**config.mk**
```make
export PLATFORM = sky130hd
export DESIGN_NAME = fdd_mac
export DESIGN_NICKNAME = d
export VERILOG_FILES = /design/src/hw/rtl/fdd_pkg.sv /design/src/hw/rtl/fdd_mac.sv
export SDC_FILE = /design/constraint.sdc
export NUM_CORES = 2
export LEC_CHECK = 0
export BUFFER_PORTS_ARGS = -buffer_cell sky130_fd_sc_hd__buf_2
export CORE_MARGIN = 2
export CORE_UTILIZATION = 50
export DETAILED_ROUTE_END_ITERATION = 8
export HOLD_SLACK_MARGIN = 0.06
export PLACE_DENSITY = 0.66
export SYNTH_ARGS = -nofsm -noshare
export SYNTH_HDL_FRONTEND = slang
export SYNTH_SLANG_ARGS = --single-unit
```
**constraint.sdc**
```tcl
create_clock -name clk_i -period 21.4 [get_ports clk_i]
set_clock_uncertainty 0.15 [all_clocks]
set_input_delay 4.28 -clock clk_i [delete_from_list [all_inputs] [get_ports clk_i]]
set_output_delay 4.28 -clock clk_i [all_outputs]
set_load 0.01 [all_outputs]
```
**src/hw/rtl/fdd_pkg.sv**
```systemverilog
package fdd_pkg;

  // Ring geometry
  localparam int unsigned MAX_DELAY = 65536;
  localparam int unsigned CHANNELS  = 2;
  localparam int unsigned PTR_W     = $clog2(MAX_DELAY);
  localparam int unsigned CH_SEL_W  = (CHANNELS > 1) ? $clog2(CHANNELS) : 1;
  localparam int unsigned MEM_DEPTH = CHANNELS * MAX_DELAY;
  localparam int unsigned MEM_AW    = $clog2(MEM_DEPTH);

  // Fixed point
  localparam int unsigned SAMPLE_W  = 16;
  localparam int unsigned DELAY_W   = 16;
  localparam int unsigned GAIN_W    = 15;
  localparam int unsigned MIX_W     = 16;
  localparam int unsigned FRAC_W    = 15;
  localparam int unsigned ONE_Q15   = 32768;
  localparam int unsigned HALF_Q15  = 16384;

  // Configuration port
  localparam int unsigned CFG_IDX_W  = 2;
  localparam int unsigned CFG_DATA_W = 16;

  typedef enum logic [CFG_IDX_W-1:0] {
    CFG_DELAY    = 2'd0,
    CFG_FEEDBACK = 2'd1,
    CFG_MIX      = 2'd2
  } fdd_cfg_idx_e;

  typedef enum logic [1:0] {
    ST_IDLE,
    ST_READ,
    ST_MUL,
    ST_WRITE
  } fdd_state_e;

  typedef struct packed {
    logic               channel;
    logic signed [15:0] dry_sample;
  } fdd_in_t;

  typedef struct packed {
    logic               out_channel;
    logic signed [15:0] mixed_sample;
  } fdd_out_t;

  // Sequencer to datapath
  typedef struct packed {
    logic mul_en;   // capture products this cycle
    logic wet_hit;  // read entry holds a written value
  } fdd_mac_ctrl_t;

endpackage

```
**src/hw/rtl/fdd_mac.sv**
```systemverilog
module fdd_mac (
  input  logic                                 clk_i,
  input  fdd_pkg::fdd_mac_ctrl_t               ctrl_i,
  input  logic signed [fdd_pkg::SAMPLE_W-1:0]  dry_i,
  input  logic signed [fdd_pkg::SAMPLE_W-1:0]  wet_raw_i,
  input  logic [fdd_pkg::GAIN_W-1:0]           feedback_gain_i,
  input  logic [fdd_pkg::MIX_W-1:0]            wet_mix_i,
  output logic signed [fdd_pkg::SAMPLE_W-1:0]  ring_value_o,
  output logic signed [fdd_pkg::SAMPLE_W-1:0]  mixed_o
);
  import fdd_pkg::*;

  localparam int unsigned M_W   = MIX_W + 1;
  localparam int unsigned P_W   = M_W + SAMPLE_W + 1;
  localparam int unsigned SUM_W = P_W + 3;

  logic [M_W-1:0]             mix_clamped;
  logic [M_W-1:0]             dry_weight;
  logic signed [SAMPLE_W-1:0] wet;

  logic signed [SAMPLE_W-1:0] dry_q;
  logic signed [P_W-1:0]      p_fb_q, p_dry_q, p_wet_q;

  logic signed [SUM_W-1:0]    fb_sum, mix_sum, fb_shr, mix_shr;

  function automatic logic signed [SAMPLE_W-1:0] sat16(input logic signed [SUM_W-1:0] v);
    if (v > SUM_W'(32767)) begin
      return 16'sh7FFF;
    end else if (v < -SUM_W'(32768)) begin
      return 16'sh8000;
    end else begin
      return v[SAMPLE_W-1:0];
    end
  endfunction

  always_comb begin
    mix_clamped = (M_W'(wet_mix_i) > M_W'(ONE_Q15)) ? M_W'(ONE_Q15) : M_W'(wet_mix_i);
    dry_weight  = M_W'(ONE_Q15) - mix_clamped;
    // never-written entries read as zero
    wet         = ctrl_i.wet_hit ? wet_raw_i : '0;
  end

  always_ff @(posedge clk_i) begin
    if (ctrl_i.mul_en) begin
      dry_q   <= dry_i;
      p_fb_q  <= P_W'($signed({1'b0, feedback_gain_i}) * wet);
      p_dry_q <= P_W'($signed({1'b0, dry_weight}) * dry_i);
      p_wet_q <= P_W'($signed({1'b0, mix_clamped}) * wet);
    end
  end

  always_comb begin
    fb_sum  = (SUM_W'(dry_q) <<< FRAC_W) + SUM_W'(p_fb_q) + SUM_W'(HALF_Q15);
    mix_sum = SUM_W'(p_dry_q) + SUM_W'(p_wet_q) + SUM_W'(HALF_Q15);
    fb_shr  = fb_sum >>> FRAC_W;
    mix_shr = mix_sum >>> FRAC_W;
    ring_value_o = sat16(fb_shr);
    mixed_o      = sat16(mix_shr);
  end

endmodule

```
-- Yosys cells after proc, flatten, opt, wreduce, memory -nomap -nowiden
Index checks and enable logic that the tools add are counted.
- register bits: 115
- input bits: 66
- logic and storage cells: 23
- order comparisons: 5
- multiply operators: 3
- add/sub/neg operators: 5
- multiplexer cells: 6
- operator list (kind ; number):
    $mux W16 ; 6
    $add A35 B16 Y36 const B ; 1
    $add A34 B33 Y35 ; 1
    $add A33 B16 Y34 const B ; 1
    $mul A18 B16 Y34 ; 1
    $add A31 B32 Y33 ; 1
    $mul A17 B16 Y33 ; 1
    $mul A16 B16 Y32 ; 1
    $gt A21 B16 Y1 const B ; 1
    $lt A21 B16 Y1 const B ; 1
    $gt A19 B16 Y1 const B ; 1
    $lt A19 B16 Y1 const B ; 1
    $sub A16 B16 Y17 const A ; 1
    $gt A16 B16 Y1 const B ; 1

-- Logic depth before layout (Yosys ltp)
- depth in word-level cells: 5
- depth in mapped cells: 34
- mapped depth without buffers: 32

-- Worst setup path before layout
No wires, ideal clock.
- path kind: input to register
- start: in wet_mix_i[2] in the netlist's numbering
- end: reg p_dry_q[30] (data pin)
- cell stages on the path: 32
- setup slack: 9.337 ns
- library setup time: 0.263 ns
- data required time: 20.987 ns
- arrival time: 11.651 ns
- path through: or3_1 > or3_1 > nor2_1 > nand3_1 > nand2_1 > and2_1 > buf_2 > nor2_1 > nand3_1 > xnor2_1 > clkbuf_1 > nand2_1 > fa_1 > fa_1 > inv_1 > fa_1 > inv_1 > fa_1 > inv_1 > fa_1 > fa_1 > ha_1 > inv_1 > o21bai_1 > a41oi_1 > a21oi_1 > o41ai_2 > o21ai_1 > o41ai_2 > o31ai_1 > o41ai_2 > xnor2_1
- longest elaborated chain between the ends: 4
- RTL lines (item ; RTL line ; text):
    start: declaration ; fdd_mac.sv:7 ; input logic [fdd_pkg::MIX_W-1:0] wet_mix_i,
    $gt A16 B16 Y1 ; fdd_mac.sv:37 ; mix_clamped = (M_W'(wet_mix_i) > M_W'(ONE_Q15)) ? M_W'(ONE_Q15) : M_W'(wet_mix_i);
    $mux W16 * ; fdd_mac.sv:37 ;
    $sub A16 B16 Y17 * ; fdd_mac.sv:38 ; dry_weight = M_W'(ONE_Q15) - mix_clamped;
    $mul A18 B16 Y34 * ; fdd_mac.sv:47 ; p_dry_q <= P_W'($signed({1'b0, dry_weight}) * dry_i);
    end signal: assignment ; fdd_mac.sv:47 ;
    end: declaration ; fdd_mac.sv:22 ; logic signed [P_W-1:0] p_fb_q, p_dry_q, p_wet_q;
Every way passes the cells marked *; elsewhere a longest branch is shown, timed or not.
A chain may end at the register's enable or synchronous reset.

-- Worst setup path after layout
Ends and elaborated chain as after synthesis.

==> impl_results.md <==
* Share of cells above drive strength 1 at 5.330%
* Fin cells at 4374
* Gr ovfl total at 0
* Total Neg Setup Slack at 0 ps
* Core Rows at 92
* Clock root buffer: clkbuf_16
* Port bufs at 97
* Htree depth at 3
* DR vias at 23680
* Total die area at 65890 µm²
* Routability Congestion at 0.8990
* Syn Inst Count at 3518
* CP Data Arrival Time at 12830 ps
* Critical Path Most Common Cell: fa_1
* YS warnings at 0
* Largest cells by area after synthesis: fa_1 36%, ha_1 17%, edfxtp_1 9.5%, inv_1 8.9%, nand2_1 5.7%
* Clock buffer depth at 2
* Pin count of the biggest net entering global routing at 100
* Clk sink count at 101
* Router iterations before antenna repair at 6
* Post-DP HPWL at 65360 µm
* DR iter-0 viols at 1582
* Final Hold Viols at 0
* Outcome: finished, final reports clean
* Leakage power at 17.54 nW
* Drt drc at 0
* Flops & latches, synth at 101
* Final period util at 60.05%
* Final instance area at 33500 µm²
* Vias in the first global route at 24440
* Primary FF master, synth: edfxtp_1
* Launch point of the critical path: wet_mix_i[2]
* Tightest Pin Transition at 1136 ps
* Crit path kind: input pin to flip-flop
* Number of distinct library cells after synthesis at 76
* NumNets Final at 4616
* Layout area overhead at 4.910%
* Commonest cells in the netlist: 761 x inv_1, 582 x fa_1, 485 x nand2_1, 446 x ha_1, 153 x nor2_1
* Placed Area at 33210 µm²
* CTS Buf Count at 9
* Slowest stage cell, crit path: fa_1
* Routed wire length at 80820 µm
* I/O pins at 98
* Register area share after synthesis at 9.499%
* Pwr/cell area at 154.8 nW/µm²
* WL/cell at 18.48 µm
* Final core utilization at 53.10%
* CP max FO at 16
* Vias per Instance at 5.414
* EDFF count, synth at 101
* Most common cell in the netlist: inv_1
* Die Width at 256.7 µm
* Clock-pin slew on the worst setup and hold paths at 80 ps
* Die Y at 256.7 µm
* Cell taking the most area after synthesis: fa_1
* CTS Hold Bufs at 0
* HP Class: input pin to flip-flop
* Unrepaired setup endpoints after global routing: false
* Launch point of the worst hold path: dry_i[15]
* Initial antenna violation count at 3
* CTS tree: built
* # Post-CTS Setup Buffers at 0
* Final setup violation count at 0
* Core Footprint at 63080 µm²
* Max_cap viols at 0
* Crit path required time at 21380 ps
* Synthesized area at 31930 µm²
* Peak VDD IR at 0.0002567 V
* CP Capture Type: flip-flop
* DP Cell Count at 4357
* Max-slew violations at 0
* Final ANT Viol Nets at 0
* Worst stage delay on the critical path at 560 ps
* GR Util All Layers at 25.14%
* Ys async rst share at 0%
* Initial core utilization at 50.61%
* Worst setup SP type: input pin
* Mapped Nets at 4612
* Min cycle time layout at 12850 ps
* Relative slew slack at 24.25%
* CTS resizes at 0
* Synth top area share at 36.49%
* Fmax at 0.07781 GHz
* Syn Area/Cell at 9.076 µm²
* Global-route wire length before repair at 131100 µm
[through the flow]
step           worst slack (ps)  hold WS (ps)  power [mW]
6_report                   8549          4228       5.187
5_1_grt                    8038          4202       5.774
4_1_cts                    8597          4198       5.190
3_5_place_dp               8190          4589       4.934
3_3_place_gp               8443          4589       4.944
2_1_floorplan              9337          4229       3.762
[routing by layer]
layer / GRT usage (%) / share of wire [%]
met1: 35.70 / 45
met2: 39.89 / 46
met3: 4.261 / 7.0
met4: 6.686 / 2.7
met5: 0 / 0.016
[cell usage in the layout (no fill, tap or decap), types with 24 or more instances in the layout]
master    netlist  layout
inv_1         761     761
o21bai_1       26      26
o21ai_0        36      36
ha_1          446     446
buf_4           1      38
a21oi_1        82      82
a21o_1         37      37
xor2_1         35      35
and3_1        120     120
nand2_1       485     485
xnor2_1        86      85
edfxtp_1      101     101
nor2_1        153     153
fa_1          582     582
nor3_1         25      24
buf_2           7      96
nand3_1        26      26
nand2b_1       35      35
and2_1        149     149
[critical path, delay by kind of cell]
family | cells | cell delay, ps
adder cells (fa/ha/maj) | 7 | 3400
AND/OR/NAND/NOR | 9 | 2220
AO/OA/AOI/OAI | 8 | 2000
buffers and inverters | 6 | 660
XOR/XNOR | 2 | 240
[flip-flops by register name, indices dropped and copies added, names as in the netlist]
name,flops
p_dry_q,34
p_wet_q,33
p_fb_q,18
dry_q,16
[kinds of logic after synthesis]
logic type | Yosys count | synth area share, %
simple gates | 1054 | 15.57
compound gates | 308 | 6.807
flops | 101 | 9.499
xor+xnor | 121 | 3.319
mux | 4 | 0.1450
buf+inv | 902 | 10.69
fa+ha+maj | 1028 | 53.97
[path summary, 6_finish.rpt]
check	to	slack (ps)	cells after the start
worst min-delay path	dry_q[15]	4230	1
worst max-delay path	p_dry_q[30]	8550	32
[report_power, final]
part	internal, mW	switching, mW	total, mW
Sequential	0.469	0.0343	0.504
Clock	0.0809	0.0809	0.162
Combinational	1.87	2.65	4.52
[area by class of cell]
cell class	instances	area, µm²
fill	5936	29580
multi-input combinational	2515	25500
sequential	101	3033
inverter	761	2856
tap	846	1059
timing repair buffer	134	765.7
clock buffer	9	225.2
clock inverter	7	55.05
antenna	1	2.502
Power figures use the tool's default switching activity.
